**src/rtl/assert_macros.svh**
```systemverilog
// Assertion macros used by the fill controller engine.
`ifndef ASSERT_MACROS_SVH
`define ASSERT_MACROS_SVH

// Same-cycle implication, sampled on clk, off while rst_n is low.
`define UAFC_ASSERT_IMP(lbl, ante, cons, msg) \
  lbl: assert property (@(posedge clk) disable iff (!rst_n) (ante) |-> (cons)) \
    else $error(msg);

// Next-cycle implication, sampled on clk, off while rst_n is low.
`define UAFC_ASSERT_NXT(lbl, ante, cons, msg) \
  lbl: assert property (@(posedge clk) disable iff (!rst_n) (ante) |=> (cons)) \
    else $error(msg);

`endif

```
**src/rtl/uafc_pkg.sv**
```systemverilog
// Types, codes and constants of the USB audio feedback fill controller.
`timescale 1ns / 1ps
`default_nettype none

package uafc_pkg;

  // Field widths
  localparam int FB_W      = 24;
  localparam int THR_W     = 16;
  localparam int PER_W     = 5;
  localparam int FUNC_W    = 3;
  localparam int BYTES_W   = 10;
  localparam int REM_W     = 15;
  localparam int POS_W     = 15;
  localparam int CFG_IDX_W = 3;

  localparam int RING_SAMPLES_DEF = 24576;

  // Register reset values
  localparam logic [FB_W-1:0]  FB_NOMINAL_RST = 24'h0C0000;
  localparam logic [FB_W-1:0]  FB_MAX_RST     = 24'h0C5000;
  localparam logic [FB_W-1:0]  FB_MIN_RST     = 24'h0BB000;
  localparam logic [THR_W-1:0] THR_RST        = 16'd128;
  localparam logic [PER_W-1:0] PER_RST        = 5'd16;

  // Dead bands on the fill error and the matching feedback steps
  localparam int BAND_COARSE = 1024;
  localparam int BAND_MID    = 128;
  localparam int BAND_FINE   = 32;
  localparam int STEP_COARSE = 20;
  localparam int STEP_MID    = 3;
  localparam int STEP_FINE   = 1;

  // bytes / 6 as (bytes * 683) >> 12, exact for every 10-bit count
  localparam logic [BYTES_W-1:0] DIV6_MUL   = 10'd683;
  localparam int                 DIV6_SHIFT = 12;

  // Configuration register indexes
  localparam logic [CFG_IDX_W-1:0] CFG_NOMINAL   = 3'd0;
  localparam logic [CFG_IDX_W-1:0] CFG_FB_MAX    = 3'd1;
  localparam logic [CFG_IDX_W-1:0] CFG_FB_MIN    = 3'd2;
  localparam logic [CFG_IDX_W-1:0] CFG_THRESHOLD = 3'd3;
  localparam logic [CFG_IDX_W-1:0] CFG_PERIOD    = 3'd4;

  typedef enum logic [FUNC_W-1:0] {
    FUNC_START  = 3'd0,
    FUNC_STOP   = 3'd1,
    FUNC_PLAY   = 3'd2,
    FUNC_PACKET = 3'd3,
    FUNC_TICK   = 3'd4
  } func_t;

  typedef struct packed {
    func_t               func;
    logic [BYTES_W-1:0]  byte_count;
    logic [REM_W-1:0]    dma_remaining;
    logic                endpoint_idle;
  } item_t;

  typedef struct packed {
    logic [FB_W-1:0]  nominal_feedback;
    logic [FB_W-1:0]  feedback_max;
    logic [FB_W-1:0]  feedback_min;
    logic [THR_W-1:0] start_threshold;
    logic [PER_W-1:0] update_period;
  } cfg_t;

  typedef struct packed {
    logic [FB_W-1:0]  feedback_word;
    logic             send_feedback;
    logic             start_playback;
    logic             stop_playback;
    logic             playing;
    logic [POS_W-1:0] write_position;
  } result_t;

endpackage

`default_nettype wire

```
**src/rtl/uafc_engine.sv**
```systemverilog
// Controller state and the single-pass update for one event.
`timescale 1ns / 1ps
`default_nettype none

`include "assert_macros.svh"

module uafc_engine
  import uafc_pkg::*;
#(
  parameter int RING_SAMPLES = RING_SAMPLES_DEF
) (
  input  wire logic    clk,
  input  wire logic    rst_n,
  input  wire logic    step_en,
  input  wire item_t   item,
  input  wire cfg_t    cfg,
  output result_t      result
);

  localparam int PTR_W = $clog2(RING_SAMPLES);
  localparam int SW    = ((PTR_W > REM_W) ? PTR_W : REM_W) + 3;
  localparam int VW    = FB_W + 2;

  localparam logic [PTR_W:0]         RING_EXT  = (PTR_W + 1)'(RING_SAMPLES);
  localparam logic signed [SW-1:0]   RING_S    = SW'(RING_SAMPLES);
  localparam logic signed [SW-1:0]   HALF_S    = SW'(RING_SAMPLES / 2);
  localparam logic signed [SW-1:0]   B_COARSE  = SW'(BAND_COARSE);
  localparam logic signed [SW-1:0]   B_MID     = SW'(BAND_MID);
  localparam logic signed [SW-1:0]   B_FINE    = SW'(BAND_FINE);
  localparam logic signed [VW-1:0]   S_COARSE  = VW'(STEP_COARSE);
  localparam logic signed [VW-1:0]   S_MID     = VW'(STEP_MID);
  localparam logic signed [VW-1:0]   S_FINE    = VW'(STEP_FINE);

  logic [PTR_W-1:0] wptr_r, wptr_nxt;
  logic [THR_W-1:0] pkt_cnt_r, pkt_cnt_nxt;
  logic             playing_r, playing_nxt;
  logic [PER_W-1:0] tick_cnt_r, tick_cnt_nxt;
  logic [FB_W-1:0]  fb_value_r, fb_value_nxt;
  logic [FB_W-1:0]  fb_sent_r, fb_sent_nxt;

  // Packet advance: two samples per six bytes, one wrap at the ring end
  logic [2*BYTES_W-1:0]    div_prod;
  logic [PTR_W:0]          wsum;
  logic [PTR_W:0]          wwrap;
  logic [PTR_W-1:0]        wptr_adv;

  assign div_prod = {{BYTES_W{1'b0}}, item.byte_count} * {{BYTES_W{1'b0}}, DIV6_MUL};
  assign wsum     = {1'b0, wptr_r}
                  + (PTR_W + 1)'({div_prod[2*BYTES_W-1:DIV6_SHIFT], 1'b0});
  assign wwrap    = (wsum >= RING_EXT) ? (wsum - RING_EXT) : wsum;
  assign wptr_adv = wwrap[PTR_W-1:0];

  // Fill gap against half the ring; read position may go negative
  logic signed [SW-1:0] gap_raw, gap, fill_err;

  assign gap_raw  = $signed(SW'(wptr_r)) - RING_S + $signed(SW'(item.dma_remaining));
  assign gap      = (gap_raw < 0) ? (gap_raw + RING_S) : gap_raw;
  assign fill_err = gap - HALF_S;

  // Tiered step, then clamp high and low
  logic signed [VW-1:0] fb_step, fb_sum, fb_hi, fb_lo, max_s, min_s;
  logic [FB_W-1:0]      fb_upd;

  always_comb begin
    if (fill_err > B_COARSE)       fb_step = -S_COARSE;
    else if (fill_err < -B_COARSE) fb_step = S_COARSE;
    else if (fill_err > B_MID)     fb_step = -S_MID;
    else if (fill_err < -B_MID)    fb_step = S_MID;
    else if (fill_err > B_FINE)    fb_step = -S_FINE;
    else if (fill_err < -B_FINE)   fb_step = S_FINE;
    else                           fb_step = '0;
  end

  assign max_s  = $signed({2'b00, cfg.feedback_max});
  assign min_s  = $signed({2'b00, cfg.feedback_min});
  assign fb_sum = $signed({2'b00, fb_value_r}) + fb_step;
  assign fb_hi  = (fb_sum > max_s) ? max_s : fb_sum;
  assign fb_lo  = (fb_hi < min_s) ? min_s : fb_hi;
  assign fb_upd = fb_lo[FB_W-1:0];

  // Tick divider while playing
  logic [PER_W-1:0] tick_inc;
  logic             do_update;

  assign tick_inc  = tick_cnt_r + PER_W'(1);
  assign do_update = playing_r && (tick_inc >= cfg.update_period);

  // Packet counter, saturating
  logic [THR_W-1:0] pkt_inc;

  assign pkt_inc = (pkt_cnt_r == {THR_W{1'b1}}) ? pkt_cnt_r : (pkt_cnt_r + THR_W'(1));

  // Event decode
  logic send, start, stop;

  always_comb begin
    wptr_nxt     = wptr_r;
    pkt_cnt_nxt  = pkt_cnt_r;
    playing_nxt  = playing_r;
    tick_cnt_nxt = tick_cnt_r;
    fb_value_nxt = fb_value_r;
    fb_sent_nxt  = fb_sent_r;
    send         = 1'b0;
    start        = 1'b0;
    stop         = 1'b0;
    case (item.func)
      FUNC_START: begin
        playing_nxt  = 1'b0;
        wptr_nxt     = '0;
        pkt_cnt_nxt  = '0;
        fb_value_nxt = cfg.nominal_feedback;
      end
      FUNC_STOP: begin
        stop        = 1'b1;
        playing_nxt = 1'b0;
      end
      FUNC_PLAY: begin
        send = 1'b1;
      end
      FUNC_PACKET: begin
        wptr_nxt = wptr_adv;
        if (!playing_r) begin
          pkt_cnt_nxt = pkt_inc;
          if (pkt_inc >= cfg.start_threshold) begin
            start       = 1'b1;
            playing_nxt = 1'b1;
          end
        end
      end
      FUNC_TICK: begin
        if (playing_r) begin
          tick_cnt_nxt = tick_inc;
          if (do_update) begin
            tick_cnt_nxt = '0;
            fb_value_nxt = fb_upd;
            fb_sent_nxt  = fb_upd;
          end
        end else begin
          fb_value_nxt = cfg.nominal_feedback;
          fb_sent_nxt  = cfg.nominal_feedback;
        end
        send = item.endpoint_idle;
      end
      default: begin
      end
    endcase
  end

  // Result of this event, taken from the next state
  logic [PTR_W+POS_W-1:0] pos_ext;

  assign pos_ext = {{POS_W{1'b0}}, wptr_nxt};

  always_comb begin
    result.feedback_word  = fb_sent_nxt;
    result.send_feedback  = send;
    result.start_playback = start;
    result.stop_playback  = stop;
    result.playing        = playing_nxt;
    result.write_position = pos_ext[POS_W-1:0];
  end

  // Advance state on each processed event
  always_ff @(posedge clk) begin
    if (!rst_n) begin
      wptr_r     <= '0;
      pkt_cnt_r  <= '0;
      playing_r  <= 1'b0;
      tick_cnt_r <= '0;
      fb_value_r <= FB_NOMINAL_RST;
      fb_sent_r  <= FB_NOMINAL_RST;
    end else if (step_en) begin
      wptr_r     <= wptr_nxt;
      pkt_cnt_r  <= pkt_cnt_nxt;
      playing_r  <= playing_nxt;
      tick_cnt_r <= tick_cnt_nxt;
      fb_value_r <= fb_value_nxt;
      fb_sent_r  <= fb_sent_nxt;
    end
  end

  `UAFC_ASSERT_IMP(a_wptr_in_ring, 1'b1, {1'b0, wptr_r} < RING_EXT, "write pointer left the ring")
  `UAFC_ASSERT_IMP(a_play_by_packet, $rose(playing_r),
                   $past(step_en) && ($past(item.func) == FUNC_PACKET),
                   "playback started without a packet")
  `UAFC_ASSERT_IMP(a_update_when_playing, step_en && (item.func == FUNC_TICK) && do_update,
                   playing_r, "feedback recomputed while idle")
  `UAFC_ASSERT_NXT(a_clamp_low, step_en && (item.func == FUNC_TICK) && do_update,
                   fb_value_r >= $past(cfg.feedback_min), "feedback below lower clamp")

endmodule

`default_nettype wire

```
**src/rtl/usb_audio_feedback_fill_controller.sv**
```systemverilog
// Top level of the USB audio feedback fill controller: ports, registers, handshakes.
`timescale 1ns / 1ps
`default_nettype none

// One event request in, one result request out, in order. An accepted event
// sits in the input register, is processed by the single-pass update logic
// and lands in the output register, where its result is held until taken.
// One event is taken every cycle as long as the output side keeps up; a
// stalled result holds the update stage, and the input register then stalls
// the input side. Configuration writes take effect at once and belong only
// between events. No memories, no clearing.
module usb_audio_feedback_fill_controller
  import uafc_pkg::*;
#(
  parameter int RING_SAMPLES = RING_SAMPLES_DEF
) (
  input  wire logic                 clk,
  input  wire logic                 rst_n,
  input  wire logic                 in_valid,
  output logic                      in_stall,
  input  wire logic [FUNC_W-1:0]    in_func,
  input  wire logic [BYTES_W-1:0]   in_byte_count,
  input  wire logic [REM_W-1:0]     in_dma_remaining,
  input  wire logic                 in_endpoint_idle,
  output logic                      out_valid,
  input  wire logic                 out_stall,
  output logic [FB_W-1:0]           out_feedback_word,
  output logic                      out_send_feedback,
  output logic                      out_start_playback,
  output logic                      out_stop_playback,
  output logic                      out_playing,
  output logic [POS_W-1:0]          out_write_position,
  input  wire logic                 cfg_we,
  input  wire logic [CFG_IDX_W-1:0] cfg_index,
  input  wire logic [FB_W-1:0]      cfg_wdata
);

  cfg_t    cfg_r, cfg_nxt;
  item_t   item_r;
  logic    in_valid_r, in_valid_nxt;
  logic    out_valid_r, out_valid_nxt;
  result_t result_r;
  result_t step_result;
  logic    step_en;
  logic    in_take;

  // Configuration writes
  always_comb begin
    cfg_nxt = cfg_r;
    if (cfg_we) begin
      case (cfg_index)
        CFG_NOMINAL:   cfg_nxt.nominal_feedback = cfg_wdata;
        CFG_FB_MAX:    cfg_nxt.feedback_max     = cfg_wdata;
        CFG_FB_MIN:    cfg_nxt.feedback_min     = cfg_wdata;
        CFG_THRESHOLD: cfg_nxt.start_threshold  = cfg_wdata[THR_W-1:0];
        CFG_PERIOD:    cfg_nxt.update_period    = cfg_wdata[PER_W-1:0];
        default:       cfg_nxt = cfg_r;
      endcase
    end
  end

  always_ff @(posedge clk) begin
    if (!rst_n) begin
      cfg_r.nominal_feedback <= FB_NOMINAL_RST;
      cfg_r.feedback_max     <= FB_MAX_RST;
      cfg_r.feedback_min     <= FB_MIN_RST;
      cfg_r.start_threshold  <= THR_RST;
      cfg_r.update_period    <= PER_RST;
    end else begin
      cfg_r <= cfg_nxt;
    end
  end

  // Handshake: process when the output register is free or draining
  assign step_en  = in_valid_r && (!out_valid_r || !out_stall);
  assign in_stall = in_valid_r && !step_en;
  assign in_take  = in_valid && !in_stall;

  always_comb begin
    in_valid_nxt = in_valid_r;
    if (in_take)      in_valid_nxt = 1'b1;
    else if (step_en) in_valid_nxt = 1'b0;
    out_valid_nxt = out_valid_r;
    if (step_en)         out_valid_nxt = 1'b1;
    else if (!out_stall) out_valid_nxt = 1'b0;
  end

  always_ff @(posedge clk) begin
    if (!rst_n) begin
      in_valid_r  <= 1'b0;
      out_valid_r <= 1'b0;
    end else begin
      in_valid_r  <= in_valid_nxt;
      out_valid_r <= out_valid_nxt;
    end
  end

  // Capture the request payload
  always_ff @(posedge clk) begin
    if (in_take) begin
      item_r.func          <= func_t'(in_func);
      item_r.byte_count    <= in_byte_count;
      item_r.dma_remaining <= in_dma_remaining;
      item_r.endpoint_idle <= in_endpoint_idle;
    end
  end

  uafc_engine #(
    .RING_SAMPLES (RING_SAMPLES)
  ) u_engine (
    .clk     (clk),
    .rst_n   (rst_n),
    .step_en (step_en),
    .item    (item_r),
    .cfg     (cfg_r),
    .result  (step_result)
  );

  // Hold the result until taken
  always_ff @(posedge clk) begin
    if (step_en) begin
      result_r <= step_result;
    end
  end

  assign out_valid          = out_valid_r;
  assign out_feedback_word  = result_r.feedback_word;
  assign out_send_feedback  = result_r.send_feedback;
  assign out_start_playback = result_r.start_playback;
  assign out_stop_playback  = result_r.stop_playback;
  assign out_playing        = result_r.playing;
  assign out_write_position = result_r.write_position;

endmodule

`default_nettype wire

```
**config.mk**
```make
export PLATFORM = sky130hd
export DESIGN_NAME = usb_audio_feedback_fill_controller
export DESIGN_NICKNAME = d
export VERILOG_FILES = /design/src/rtl/uafc_pkg.sv /design/src/rtl/uafc_engine.sv /design/src/rtl/usb_audio_feedback_fill_controller.sv
export VERILOG_INCLUDE_DIRS = /design/src /design/src/rtl
export SDC_FILE = /design/constraint.sdc
export NUM_CORES = 1
export LEC_CHECK = 0
export ABC_CLOCK_PERIOD_IN_PS = 21900
export CAP_MARGIN = 25
export CORE_UTILIZATION = 45
export DETAILED_ROUTE_END_ITERATION = 16
export DONT_BUFFER_PORTS = 1
export PLACE_DENSITY_LB_ADDON = 0.05
export SLEW_MARGIN = 20
export SYNTH_ARGS = -nofsm -noshare
export SYNTH_HDL_FRONTEND = slang
export SYNTH_SLANG_ARGS = --single-unit
```
**constraint.sdc**
```tcl
create_clock -name clk -period 21.9 [get_ports clk]
set_input_delay 2.19 -clock clk [delete_from_list [all_inputs] [get_ports clk]]
set_output_delay 2.19 -clock clk [all_outputs]
set_load 0.05 [all_outputs]
```
==> flow_summary.ini <==
[clock_tree]
cts_hold_buf = 0
cts_buffer_depth = 3
clkTransAtPathRegs_ns = 0.05
cts_tree = yes
htree_levels = 2
clock-sinks = 252
cts_setup_buffers = 0
cts-root-buf = clkbuf_16
cts_buffers = 34
worst_skew_pair.late_latency_ns = 0.55
ctsResizeCount = 0

[global_route]
grt_pass1_wl_um = 80400
grt_pass1_vias = 14200
grt_start_max_net_pins = 185
grt_overflow = 0
antenna_found_initial = 1
grtUsageTotal_pct = 26.4

[synthesis]
synthesis.nets = 2291
ys_seq_area_share_pct = 32.9
synthCells = 2023
netlist_area_um2 = 17500
synth_top_area_share_pct = 20.6
ys.warnings.count = 0
postSynth.asyncResetShare_pct = 0
postSynthAreaPerCell_um2 = 8.67
ys_ff_latch = 252
synth_top_area_cell = dfxtp_1
yosys-top-cells-area = dfxtp_1 21%, ha_1 13%, edfxtp_1 12%
ys.flop_type = dfxtp_1
yosysUniqueCellTypes = 82
synth_edf_count = 72

[layout]
fillers = 3680
syn2layout_area_growth_pct = 8.37
nets = 2246
seq_area_um2 = 5770
n_antenna_cell = 0
drive_gt1_share_pct = 6.49
multi_input_area_um2 = 10800

[worst_setup_path]
worst_setup_path_end_kind = flop
critPathMostFrequentCell = a21o_1
crit_path_start_kind = flop
critPathSlowestCell = o211ai_4
rrSetupSlack_ns = 7.37
timing.rr.start = item_r[1]$_DFFE_PP_
worst_ep_arrival_time_ns = 14.80
crit_type = flop to flop
cp.required_ns = 22.17
rr_endpoint = out_feedback_word[18]$_DFFE_PP_
critPathMaxFanout = 38
cpPeakStageDelay_ns = 0.72
ff2ff_path_depth = 50

[sta]
rsz0062_at_grt = no
whs_ns = 0.463
drv_slew = 0
setup_viol = 0
tns_ns = 0
finalCritPeriodShare_pct = 66.4
worstMarginPinSlew_ns = 1.02
max_freq_mhz = 68.8
finalClockSkew_ns = 0.0336
fin_crit_ns = 14.53
hold_viol_final = 0
relSlewSlack_pct = 32.0

[floorplan]
die_w_um = 199
ios = 106
rows = 71
die_area_um2 = 39700
start_util_pct = 46.1
die_y_um = 199
core_area_um2 = 38000

[worst_hold_path]
min_from = cfg_r[11]$_SDFFE_PN0P_
whs_path_depth = 2
min_to = cfg_r[11]$_SDFFE_PN0P_
min_path_type = flop to flop

[pwr]
peakVddDrop_uv = 66.2
power_density_nw_per_um2 = 91.9
p_leak_nw = 7.70

[job]
maxCapViolations = 0

[route]
vias = 14700
first_pass_iters = 6
totalWireLength_um = 52100
drt_iter0_markers = 966
ant_nets = 0
viasPerCell = 5.85
routedWlPerCell_um = 20.7
drc = 0

[placement]
gp_congestion = 0.918
portBuffers = 0
dpl.hpwl_um = 36600

[run_status]
status = complete, no violations
## critical path: cells and delay by family (launching register included)
kind | cells | cell delay [ns]
AND/OR/NAND/NOR | 5 | 1.44
flip-flops | 1 | 0.37
XOR/XNOR | 2 | 0.43
adder cells (fa/ha/maj) | 7 | 2.22
AO/OA/AOI/OAI | 32 | 8.06
buffers and inverters | 2 | 0.92
multiplexers | 2 | 0.76
## state kept, by name, indices dropped and copies added, names as in the netlist, 5 cells and up
register / flops
out_write_position: 15
item_r: 29
u_engine.tick_cnt_r: 5
u_engine.pkt_cnt_r: 16
u_engine.wptr_r: 15
u_engine.fb_sent_r: 24
cfg_r: 93
u_engine.fb_value_r: 24
out_feedback_word: 24
## kinds of logic (layout without fill, tap and decap cells)
| group | Yosys count | after routing | share of synthesized area [%] |
|---|---|---|---|
| xor+xnor | 61 | 61 | 3.13 |
| compound gates | 545 | 545 | 21.8 |
| mux | 54 | 54 | 3.26 |
| flops | 252 | 252 | 32.9 |
| buf+inv | 242 | 222 | 5.47 |
| simple gates | 662 | 662 | 17.6 |
| fa+ha+maj | 207 | 207 | 15.8 |
## per-stage QoR
| stage | util, % | setup slack (ns) | area, µm² | std cells | total power [W] |
|---|---|---|---|---|---|
| after floorplan | - | 9.96 | 17500 | 2023 | 0.00107 |
| after global placement | 47.2 | 7.97 | 17900 | 2453 | 0.00120 |
| after detailed placement | 47.2 | 7.49 | 17900 | 2453 | 0.00120 |
| after CTS | 50.0 | 7.48 | 19000 | 2514 | 0.00176 |
| after global routing | 50.0 | 6.33 | 19000 | 2514 | 0.00185 |
| final | 50.0 | 7.37 | 19000 | 2514 | 0.00175 |
## layout by cell type (no fill, tap or decap), types with 10 or more instances in the layout
cell / netlist / layout
a21boi_0: 89 / 89
fa_1: 25 / 25
a22oi_1: 16 / 16
inv_1: 143 / 142
a221o_1: 28 / 28
nor3b_1: 11 / 11
nor3_1: 20 / 20
nand2b_1: 13 / 13
buf_4: 4 / 18
clkbuf_16: 0 / 35
mux2i_1: 29 / 29
nand4_1: 35 / 35
nor2b_1: 31 / 30
xnor2_1: 44 / 44
o22ai_1: 25 / 25
a211oi_1: 10 / 10
and2_1: 12 / 12
mux2_2: 23 / 23
o21a_1: 34 / 34
a21o_1: 42 / 42
o21ai_1: 27 / 27
and3_1: 13 / 13
nand3_1: 81 / 80
ha_1: 182 / 182
edfxtp_1: 72 / 72
o21ai_0: 58 / 58
dfxtp_1: 180 / 180
xor2_1: 15 / 15
nand2_1: 323 / 322
nor2_1: 79 / 75
o211ai_1: 39 / 39
a21oi_1: 97 / 96
## power breakdown
group	switching (W)	total, W	internal, W
Clock	0.000223	0.000547	0.000324
Combinational	0.000390	0.000667	0.000277
Sequential	0.0000315	0.000531	0.000499
## per-layer routing
metal	GRT usage, %	up-vias	routed length [µm]
met5	0	-	0
met4	7.89	0	1250
met3	5.65	90	3970
met2	42.1	499	23400
met1	35.8	6929	23500
li1	-	7180	-
## cell type report
class,instances,share of cell area (%)
Tap cell,511,3.37
Clock inverter,15,0.698
Multi-Input combinational cell,1529,57.1
Clock buffer,46,4.93
Timing Repair Buffer,18,0.711
Sequential cell,252,30.3
Inverter,143,2.83
## cell usage after synthesis (9+ instances only)
cell and n:
or2_2 9, a211oi_1 10, mux2_2 23, inv_1 143, o21bai_1 9, dfxtp_1 180
o21ai_1 27, nand4_1 35, nor3b_1 11, nor2b_1 31, nand2b_1 13, o211ai_1 39
nand3_1 81, edfxtp_1 72, xnor2_1 44, o21a_1 34, xor2_1 15, nand2_1 323
ha_1 182, a22oi_1 16, nor2_1 79, a21oi_1 97, o22ai_1 25, and3_1 13
and2_1 12, clkbuf_1 81, a21o_1 42, mux2i_1 29, fa_1 25, o21ai_0 58
a21boi_0 89, nor3_1 20, a221o_1 28
## worst max-delay path by stage
stage	start	end	slack [ns]	cells after the start
3_5_place_dp	item_r[1]$_DFFE_PP_	out_feedback_word[18]$_DFFE_PP_	7.49	50
6_report	item_r[1]$_DFFE_PP_	out_feedback_word[18]$_DFFE_PP_	7.37	50
2_1_floorplan	item_r[1]$_DFFE_PP_	out_feedback_word[10]$_DFFE_PP_	9.96	53
4_1_cts	item_r[1]$_DFFE_PP_	out_feedback_word[18]$_DFFE_PP_	7.48	50
3_3_place_gp	item_r[1]$_DFFE_PP_	out_feedback_word[18]$_DFFE_PP_	7.97	50
5_1_grt	item_r[1]$_DFFE_PP_	out_feedback_word[19]$_DFFE_PP_	6.33	50
No activity file was read; power rests on OpenSTA's default activity.
